$ cat src/rtl/core/fsus_pkg.sv
// shared constants and types for the first unique symbol stream block
package fsus_pkg;

   localparam int ALPHABET = 26;
   localparam int LETTER_W = 5;
   localparam int CNT_W    = $clog2(ALPHABET + 1);

   typedef logic [LETTER_W-1:0] letter_type;
   typedef logic [CNT_W-1:0]    count_type;

   typedef struct packed {
      logic step;
   } cmd_type;

   typedef enum logic [1:0] {
      ST_EMPTY = 2'b01,
      ST_FULL  = 2'b10
   } state_type;

endpackage

$ cat src/rtl/core/fsus_ctrl.sv
// handshake controller: request acceptance and result register occupancy
module fsus_ctrl (
   input  logic             clock,
   input  logic             reset,
   input  logic             req_tvalid,
   output logic             req_tready,
   output logic             rsp_tvalid,
   input  logic             rsp_tready,
   output fsus_pkg::cmd_type cmd
);
   import fsus_pkg::*;

   state_type state_ff;
   state_type state_in;
   logic      accept;

   assign req_tready = (state_ff == ST_EMPTY) || rsp_tready;
   assign accept     = req_tvalid && req_tready;
   assign rsp_tvalid = (state_ff == ST_FULL);
   assign cmd.step   = accept;

   always_comb begin
      state_in = state_ff;
      case (state_ff)
         ST_EMPTY: begin
            if (accept) state_in = ST_FULL;
         end
         ST_FULL: begin
            if (accept) state_in = ST_FULL;
            else if (rsp_tready) state_in = ST_EMPTY;
         end
         default: begin
            state_in = ST_EMPTY;
         end
      endcase
   end

   always_ff @(posedge clock) begin
      if (reset) begin
         state_ff <= ST_EMPTY;
      end else begin
         state_ff <= state_in;
      end
   end

endmodule

$ cat src/rtl/core/fsus_datapath.sv
// seen flags, ordered queue cells with parallel compare, and result register
module fsus_datapath (
   input  logic                 clock,
   input  logic                 reset,
   input  fsus_pkg::cmd_type    cmd,
   input  fsus_pkg::letter_type letter,
   input  logic                 new_stream,
   output logic                 found,
   output fsus_pkg::letter_type first_unique
);
   import fsus_pkg::*;

   logic [ALPHABET-1:0] seen_ff;
   logic [ALPHABET-1:0] seen_in;
   letter_type          queue_ff [ALPHABET];
   letter_type          queue_in [ALPHABET];
   count_type           count_ff;
   count_type           count_in;
   logic                found_ff;
   letter_type          symbol_ff;

   logic [ALPHABET-1:0] seen_base;
   count_type           count_base;
   logic [ALPHABET-1:0] sel;
   logic [ALPHABET-1:0] match;
   logic [ALPHABET-1:0] shift;
   logic                in_range;
   logic                was_seen;

   always_comb begin
      seen_base  = new_stream ? '0 : seen_ff;
      count_base = new_stream ? '0 : count_ff;
      in_range   = (int'(letter) < ALPHABET);
      for (int i = 0; i < ALPHABET; i++) begin
         sel[i]   = (int'(letter) == i);
         match[i] = (CNT_W'(i) < count_base) && (queue_ff[i] == letter);
      end
      was_seen = |(seen_base & sel);

      // cells at or after the removed letter close up the gap
      shift[0] = match[0];
      for (int i = 1; i < ALPHABET; i++) begin
         shift[i] = shift[i-1] | match[i];
      end

      seen_in  = seen_base;
      count_in = count_base;
      for (int i = 0; i < ALPHABET; i++) begin
         queue_in[i] = queue_ff[i];
      end

      if (in_range && !was_seen) begin
         seen_in = seen_base | sel;
         if (int'(count_base) < ALPHABET) begin
            for (int i = 0; i < ALPHABET; i++) begin
               if (CNT_W'(i) == count_base) queue_in[i] = letter;
            end
            count_in = count_base + 1'b1;
         end
      end else if (in_range) begin
         for (int i = 0; i < ALPHABET - 1; i++) begin
            if (shift[i]) queue_in[i] = queue_ff[i+1];
         end
         if (shift[ALPHABET-1]) queue_in[ALPHABET-1] = '0;
         if (|match) count_in = count_base - 1'b1;
      end
   end

   always_ff @(posedge clock) begin
      if (reset) begin
         seen_ff  <= '0;
         count_ff <= '0;
      end else if (cmd.step) begin
         seen_ff  <= seen_in;
         count_ff <= count_in;
      end
   end

   always_ff @(posedge clock) begin
      if (cmd.step) begin
         for (int i = 0; i < ALPHABET; i++) begin
            queue_ff[i] <= queue_in[i];
         end
         found_ff  <= (count_in != '0);
         symbol_ff <= (count_in != '0) ? queue_in[0] : '0;
      end
   end

   assign found        = found_ff;
   assign first_unique = symbol_ff;

   a_count_bound: assert property (@(posedge clock) disable iff (reset)
      int'(count_ff) <= ALPHABET)
      else $error("queue count beyond alphabet size");

   a_match_unique: assert property (@(posedge clock) disable iff (reset)
      $onehot0(match))
      else $error("letter present more than once in queue");

   a_found_count: assert property (@(posedge clock) disable iff (reset)
      cmd.step |=> (found_ff == (count_ff != '0)))
      else $error("found flag disagrees with queue count");

   a_none_zero: assert property (@(posedge clock) disable iff (reset)
      cmd.step |=> (found_ff || (symbol_ff == '0)))
      else $error("symbol not zero while none found");

endmodule

$ cat src/rtl/core/first_unique_symbol_stream.sv
// top level of the first unique symbol stream block
//
// each request carries one letter index and a new-stream flag; each request
// yields exactly one result: the oldest letter seen exactly once so far in
// the current stream, with a found flag.
// request channel: req_tdata holds the letter index, req_tuser the
// new-stream flag, which clears the seen flags and queue before its letter.
// result channel: rsp_tdata holds the first unique letter (zero when none),
// rsp_tuser the found flag.
// rsp_tvalid rises in the cycle after request acceptance.
// throughput: one request per cycle while the receiver takes the results, set
// by the queue update where all queue cells compare against the letter in parallel.
// reset clears the seen flags, the queue count and the result valid flag.
// when the receiver stalls the result is held and a new request is taken
// only in the cycle the held result is taken.
module first_unique_symbol_stream (
   input  logic       clock,
   input  logic       reset,
   input  logic       req_tvalid,
   output logic       req_tready,
   input  logic [7:0] req_tdata,  // [4:0] letter, [7:5] zero
   input  logic       req_tuser,  // [0] new_stream
   output logic       rsp_tvalid,
   input  logic       rsp_tready,
   output logic [7:0] rsp_tdata,  // [4:0] first_unique, [7:5] zero
   output logic       rsp_tuser   // [0] found
);
   import fsus_pkg::*;

   cmd_type    cmd;
   letter_type symbol;

   fsus_ctrl u_ctrl (
      .clock      (clock),
      .reset      (reset),
      .req_tvalid (req_tvalid),
      .req_tready (req_tready),
      .rsp_tvalid (rsp_tvalid),
      .rsp_tready (rsp_tready),
      .cmd        (cmd)
   );

   fsus_datapath u_datapath (
      .clock        (clock),
      .reset        (reset),
      .cmd          (cmd),
      .letter       (req_tdata[LETTER_W-1:0]),
      .new_stream   (req_tuser),
      .found        (rsp_tuser),
      .first_unique (symbol)
   );

   assign rsp_tdata = {{(8 - LETTER_W){1'b0}}, symbol};

endmodule

$ cat config.mk
export PLATFORM = sky130hd
export DESIGN_NAME = first_unique_symbol_stream
export DESIGN_NICKNAME = d
export VERILOG_FILES = /design/src/rtl/core/fsus_pkg.sv /design/src/rtl/core/fsus_ctrl.sv /design/src/rtl/core/fsus_datapath.sv /design/src/rtl/core/first_unique_symbol_stream.sv
export SDC_FILE = /design/constraint.sdc
export NUM_CORES = 1
export LEC_CHECK = 0
export BUFFER_PORTS_ARGS = -buffer_cell sky130_fd_sc_hd__buf_4
export CAP_MARGIN = 10
export CELL_PAD_IN_SITES_DETAIL_PLACEMENT = 2
export CELL_PAD_IN_SITES_GLOBAL_PLACEMENT = 2
export CORE_UTILIZATION = 30
export CTS_CLUSTER_SIZE = 24
export DETAILED_ROUTE_END_ITERATION = 6
export PLACE_DENSITY = 0.7
export RECOVER_POWER = 50
export SLEW_MARGIN = 20
export SYNTH_ARGS = -nofsm -noshare
export SYNTH_HDL_FRONTEND = slang
export SYNTH_SLANG_ARGS = --single-unit
$ cat constraint.sdc
create_clock -name clock -period 3.75 [get_ports clock]
set_input_delay 0.5625 -clock clock [delete_from_list [all_inputs] [get_ports clock]]
set_output_delay 0.5625 -clock clock [all_outputs]
set_load 0.05 [all_outputs]
==> impl_metrics.py, run 1 <==
metrics = {
    "finish": {
        "final_cells": 1420,
        "layout_commonest_cell": "edfxtp_1",
        "diodes": 0,
        "nNetsFinal": 985,
        "layout-drive-gt1-share_pct": 13.9,
        "fillers": 3521,
        "area_delta_synth_final_pct": 13.5,
        "utilization_pct": 34.9,
        "final_cell_mix": "edfxtp_1, a21o_1, xor2_1",
        "stdcell_area_um2": 11400,
    },
    "yosys": {
        "async_reset_ff_share_pct": 0,
        "synthFlopType": "edfxtp_1",
        "syn_area_um2": 10100,
        "yosysWarnings": 0,
        "ys_types": 79,
        "synth_cells": 935,
        "avgSynthCellArea_um2": 10.8,
        "ys_ff_latch": 169,
        "yosysSeqAreaShare_pct": 47.1,
        "synth_edf_count": 136,
    },
    "global_route": {
        "first_global_vias": 8286,
        "grt_max_degree": 50,
        "antenna_found_initial": 0,
        "track_usage_pct": 19.0,
        "gr-total-overflow": 0,
        "grt_pass1_wl_mm": 49.1,
    },
    "clocking": {
        "postCtsHoldBufs": 0,
        "cts_tree": "built",
        "cts.path.max_buffers": 2,
        "cts_max_level": 4,
        "cts_made_buffers": 17,
        "post_cts_buffers": 0,
        "clk_pin_slew_ps": 70,
        "clockRootBuffer": "clkbuf_16",
        "worstSkewPairLatency_ps": 450,
        "post_cts_resized": 0,
        "numClockSinks": 169,
    },
    "power_and_ir_drop": {
        "power_density_nw_per_um2": 395,
        "p_int_mw": 3.29,
        "clockPowerShare_pct": 40.4,
        "report.power.total_mw": 4.52,
        "ir_drop_mv": 0.283,
        "pwr-share-seq_pct": 46.7,
        "leakagePower_nw": 4.57,
        "power_switching_mw": 1.23,
        "p_comb_share_pct": 12.9,
        "p_sw_share_pct": 27.1,
    },
    "timing": {
        "fin_ws_ps": 281,
        "relSlewSlack_pct": 34.8,
        "max_freq_mhz": 288,
        "setup_tns_ps": 0,
        "rsz0062_at_grt": "false",
        "setup_viol": 0,
        "post-route-min-period_ps": 3470,
        "holdWs_ps": 441,
        "hold_viol_final": 0,
        "fin_crit_sh_pct": 92.5,
        "slew_violations": 0,
        "skew_ps": 13.8,
        "worstMarginPinSlew_ps": 977,
    },
    "route": {
        "via_count": 7619,
        "dr.pass1.iters": 4,
        "wire_per_inst_um": 22.0,
        "initialDrtViolationCount": 504,
        "viasPerCell": 5.37,
        "drcViolationCount": 0,
        "postRouteAntennaNets": 0,
        "routed_wl_mm": 31.3,
    },
    "floorplanning": {
        "start_util_pct": 30.7,
        "rows": 66,
        "design.core.area_um2": 32800,
        "dieHeight_um": 185,
        "ios": 24,
        "die-area_um2": 34300,
        "die_x_um": 185,
    },
    "worst_setup_path": {
        "required_ps": 3820,
        "path_class": "register to register",
        "endpoint_kind": "register",
        "reg2reg_from": "u_datapath.count_ff[2]",
        "worstReg2RegEnd": "u_datapath.queue_ff[18][4]",
        "worstSetupStartpointType": "register",
        "critPathMaxFanout": 11,
        "rrSetupSlack_ps": 280,
        "critical_path_arrival_ps": 3540,
        "reg2reg_depth": 8,
    },
    "hold_path": {
        "whs_endpoint": "u_ctrl.state_ff[0]",
        "hold_path_depth": 3,
        "hp-start": "req_tvalid",
        "min_path_type": "primary input to register",
    },
    "placement": {
        "dp_slack_ps": 135,
        "dpl-instance-area_um2": 10900,
        "gp_congestion": 0.841,
        "dp_hpwl_mm": 21.9,
        "port_buffers": 17,
        "dp.cells": 1388,
    },
    "run": {
        "drv_cap": 0,
    },
    "outcome": {
        "status": "complete, no violations",
    },
}
==> routing by layer <==
layer / track usage (%) / wire length [um] / up-vias / share of wire, %
met5: 0 / 0 / - / 0
met4: 5.88 / 458 / 0 / 1.5
met3: 2.75 / 665 / 28 / 2.1
met2: 32.6 / 15600 / 99 / 50
met1: 24.5 / 14600 / 3975 / 47
li1: - / - / 3517 / -
==> flip-flops by register name, summed over array words and instances (netlist names) <==
signal                   count
u_datapath.count_ff          5
u_ctrl.state_ff              2
u_datapath.found             1
u_datapath.queue_ff        130
u_datapath.first_unique      5
u_datapath.seen_ff          26
==> synth_stat cells (12+ instances only) <==
cell / count / area share [%]
a21o_1: 122 / 9.1
a21oi_1: 26 / 1.3
a22oi_1: 23 / 1.7
a31oi_1: 17 / 1.1
and3_1: 13 / 0.81
buf_2: 37 / 1.8
buf_4: 13 / 0.97
buf_6: 12 / 1.3
clkbuf_1: 15 / 0.56
dfxtp_1: 33 / 6.6
edfxtp_1: 136 / 41
inv_1: 19 / 0.71
nand2_1: 28 / 1.0
nand3_1: 20 / 0.99
nand4_1: 15 / 0.93
nor2_1: 65 / 2.4
nor3_1: 34 / 1.7
nor4_1: 21 / 1.3
xnor2_1: 51 / 4.4
xor2_1: 79 / 6.9
==> cells by family (layout without fill, tap and decap cells) <==
kind of cell	Yosys count	after routing	share of synthesized area (%)
fa+ha+maj	7	7	0.869
buf+inv	108	149	6.29
flops	169	169	47.1
compound gates	255	255	19.3
mux	9	9	0.918
other cells	1	3	0.0372
xor+xnor	130	130	11.3
simple gates	256	256	14.2
==> power by group through the flow <==
stage          Sequential, mW  Combinational [mW]  Clock, mW
2_1_floorplan            2.17               0.396          0
3_3_place_gp             2.15               0.577          0
3_5_place_dp             2.15               0.598          0
4_1_cts                  2.11               0.603       1.88
5_1_grt                  2.11               0.631       1.94
6_report                 2.11               0.582       1.82
==> area by class of cell <==
class	instances	area, um2	area share, %
Tap cell	442	553	4.83
Sequential cell	169	4740	41.5
Inverter	19	71.3	0.623
Multi-Input combinational cell	660	4690	41.0
Clock inverter	15	161	1.41
Clock buffer	17	425	3.72
Timing Repair Buffer	98	791	6.91
==> worst max path at each step <==
stage                           startpoint                    endpoint  slack [ps]  cells after the start
floorplan                        req_tuser  u_datapath.queue_ff[11][0]         380                     13
global placement                 req_tuser  u_datapath.queue_ff[17][0]         210                      9
detailed placement            req_tdata[4]  u_datapath.queue_ff[18][4]         130                     11
CTS                 u_datapath.count_ff[3]  u_datapath.queue_ff[18][1]         270                      8
global route        u_datapath.count_ff[2]  u_datapath.queue_ff[17][1]          80                      8
finish              u_datapath.count_ff[2]  u_datapath.queue_ff[18][4]         280                      8
==> critical path, cell delays in order (launching register included) <==
cell and delay, ps:
dfxtp_1 700, nand2b_1 220, nor2_1 610, o2111ai_1 210, nand3_1 180, nor3_4 90
nand3_1 160, nor3b_1 100, a221oi_1 800
No activity file was read; power rests on OpenSTA's default activity.
==> inputs of run 2 (changes only) <==
--- a/config.mk
+++ b/config.mk
@@ -5,16 +5,16 @@
 export SDC_FILE = /design/constraint.sdc
 export NUM_CORES = 1
 export LEC_CHECK = 0
+export ABC_AREA = 1
 export BUFFER_PORTS_ARGS = -buffer_cell sky130_fd_sc_hd__buf_4
 export CAP_MARGIN = 10
 export CELL_PAD_IN_SITES_DETAIL_PLACEMENT = 2
 export CELL_PAD_IN_SITES_GLOBAL_PLACEMENT = 2
-export CORE_UTILIZATION = 30
+export CORE_UTILIZATION = 38
 export CTS_CLUSTER_SIZE = 24
 export DETAILED_ROUTE_END_ITERATION = 6
-export PLACE_DENSITY = 0.7
+export PLACE_DENSITY = 0.91
 export RECOVER_POWER = 50
-export SLEW_MARGIN = 20
 export SYNTH_ARGS = -nofsm -noshare
 export SYNTH_HDL_FRONTEND = slang
 export SYNTH_SLANG_ARGS = --single-unit
==> run 2 against run 1 <==
Critical endpoint is now u_datapath.queue_ff[6][2]; worst hold slack gained 32 ps; die area fell by 16%; synthesized cell count is 52% higher; register-to-register slack lost 210 ps; worst setup slack worse by 250 ps; final area up 3.0%; highest routed layer unchanged; combinational power rose by 110%; via count grew 40%; sequential share of layout area shrank 1.2 points; clock skew fell by 0.85 ps; largest power group unchanged.
==> impl_metrics.py, run 2 <==
metrics = {
    "finish": {
        "nNetsFinal": 1456,
        "regMostFlops": "u_datapath.queue_ff",
        "area_delta_synth_final_pct": 10.5,
        "top_regs": "u_datapath.queue_ff (130), u_datapath.seen_ff (26)",
        "layout_commonest_cell": "nand2_1",
        "final_cell_mix": "nand2_1, inv_1, edfxtp_1",
        "layout-drive-gt1-share_pct": 9.94,
        "diodes": 0,
        "largest_reg_flops": 130,
        "stdcell_area_um2": 11800,
    },
    "clocking": {
        "clockRootBuffer": "clkbuf_16",
        "worstSkewPairLatency_ps": 460,
        "postCtsHoldBufs": 0,
        "cts.path.max_buffers": 2,
        "numClockSinks": 169,
        "post_cts_resized": 0,
        "post_cts_buffers": 0,
        "clk_pin_slew_ps": 80,
        "cts_max_level": 4,
        "cts_tree": "built",
        "cts_made_buffers": 17,
    },
    "placement": {
        "dpl-instance-area_um2": 11300,
        "gp_congestion": 0.949,
        "dp_hpwl_mm": 31.3,
        "port_buffers": 17,
    },
    "worst_setup_path": {
        "reg2reg_depth": 15,
        "reg2reg_from": "u_datapath.count_ff[2]",
        "required_ps": 3880,
        "critPathMaxFanout": 37,
        "endpoint_kind": "register",
        "path_class": "primary input to register",
        "rrSetupSlack_ps": 70,
        "critPathCapture": "u_datapath.queue_ff[6][2]",
        "crit_path_start": "req_tdata[3]",
        "worstSetupStartpointType": "primary input",
        "critical_path_arrival_ps": 3850,
        "worstReg2RegEnd": "u_datapath.queue_ff[12][0]",
    },
    "floorplanning": {
        "ios": 24,
        "start_util_pct": 39.1,
        "rows": 60,
        "design.core.area_um2": 27300,
        "die-area_um2": 28700,
        "die_x_um": 170,
        "dieHeight_um": 170,
    },
    "route": {
        "wire_per_inst_um": 26.6,
        "initialDrtViolationCount": 766,
        "routed_wl_mm": 48.5,
        "drcViolationCount": 0,
        "via_count": 10634,
        "postRouteAntennaNets": 0,
        "dr.pass1.iters": 5,
        "viasPerCell": 5.84,
    },
    "timing": {
        "slew_violations": 0,
        "worstMarginPinSlew_ps": 777,
        "post-route-min-period_ps": 3720,
        "relSlewSlack_pct": 48.2,
        "fin_crit_sh_pct": 99.3,
        "skew_ps": 13.0,
        "max_freq_mhz": 269,
        "hold_viol_final": 0,
        "rsz0062_at_grt": "false",
        "setup_viol": 0,
        "holdWs_ps": 472,
    },
    "yosys": {
        "async_reset_ff_share_pct": 0,
        "synth.top_cell.area_share_pct": 38.3,
        "ys_types": 48,
        "yosysSeqAreaShare_pct": 44.5,
        "synth_edf_count": 136,
        "synthFlopType": "edfxtp_1",
        "avgSynthCellArea_um2": 7.53,
        "synth_common_cells": "nand2_1, inv_1, edfxtp_1, nor2_1, o21ai_0",
        "yosysWarnings": 0,
        "synth_area_leader_cell": "edfxtp_1",
        "syn_area_um2": 10700,
        "ys_top_cells_by_area": "edfxtp_1, nand2_1, dfxtp_1",
        "synth_cells": 1417,
        "ys_ff_latch": 169,
        "yosysMostFrequentCell": "nand2_1",
    },
    "global_route": {
        "track_usage_pct": 34.7,
        "grt_max_degree": 41,
        "first_global_vias": 12002,
        "gr-total-overflow": 0,
        "grt_pass1_wl_mm": 74.1,
        "antenna_found_initial": 0,
    },
    "power_and_ir_drop": {
        "leakagePower_nw": 5.18,
        "power_density_nw_per_um2": 445,
        "ir_drop_mv": 0.237,
    },
    "outcome": {
        "status": "complete, no violations",
    },
    "hold_path": {
        "min_path_type": "register to register",
    },
    "run": {
        "drv_cap": 0,
    },
}
## run 2: per-stage QoR
stage	setup TNS [ps]	std cells	power, mW	setup WS, ps	util, %
global placement	0	1789	3.31	119	41.5
detailed placement	-3010	1789	3.43	-177	41.5
CTS	0	1821	5.23	110	43.5
global route	0	1821	5.36	30.7	43.2
finish	0	1821	5.24	27.5	43.2
floorplan	0	1419	3.00	781	-
## run 2: worst max-delay path, cell delays in order
cell and delay, ps:
buf_4 250, inv_1 150, nor2_1 460, nand3_1 260
o22ai_1 280, nand3b_1 180, nor2_1 90, nand2_1 170
buf_12 250, nor3_2 80, inv_1 120, clkbuf_2 610
o21ai_0 340
## run 2: cell families (layout without fill, tap and decap cells)
logic type / Yosys count / after routing / share of synthesized area [%]
adders and majority gates: 7 / 7 / 0.821
buffers and inverters: 235 / 265 / 9.68
xor gates and xnor gates: 59 / 59 / 4.84
DFF: 169 / 169 / 44.5
AOI/OAI and AO/OA: 195 / 195 / 9.93
and+or+nand+nor: 749 / 749 / 30.0
other: 1 / 3 / 0.0352
muxes: 2 / 2 / 0.188
## run 2: worst min-delay path by stage
stage | start | to | cells past startpoint
2_1_floorplan | u_datapath.seen_ff[0] | u_datapath.seen_ff[0] | 2
3_3_place_gp | u_datapath.seen_ff[22] | u_datapath.seen_ff[22] | 2
3_5_place_dp | u_datapath.seen_ff[7] | u_datapath.seen_ff[7] | 2
4_1_cts | u_datapath.seen_ff[6] | u_datapath.seen_ff[6] | 2
5_1_grt | u_datapath.seen_ff[6] | u_datapath.seen_ff[6] | 2
6_report | u_datapath.seen_ff[2] | u_datapath.seen_ff[2] | 2
## run 2: cell type report
cell class              instances  area (um2)
clock buffers                  18         429
multi-input cells            1015        4900
well taps                     372         465
repair buffers                 72         518
inverters                     161         609
clock inverters                14         115
fillers                      3194       15500
flip-flops and latches        169        4740
## run 2: metal layers
layer	part of all wire, %	GRT usage [%]	routed length, um	vias to the layer above
met1	40	40.2	19400	5416
li1	-	-	-	4589
met5	0	0.696	0	-
met3	5.0	5.53	2410	185
met2	50	60.9	24200	444
met4	5.0	19.7	2430	0
## run 2: where the power goes
group	switching (mW)	total (mW)	internal, mW
Clock	0.913	1.78	0.865
Combinational	0.934	1.23	0.294
Sequential	0.0853	2.23	2.15
Total	1.93	5.24	3.31
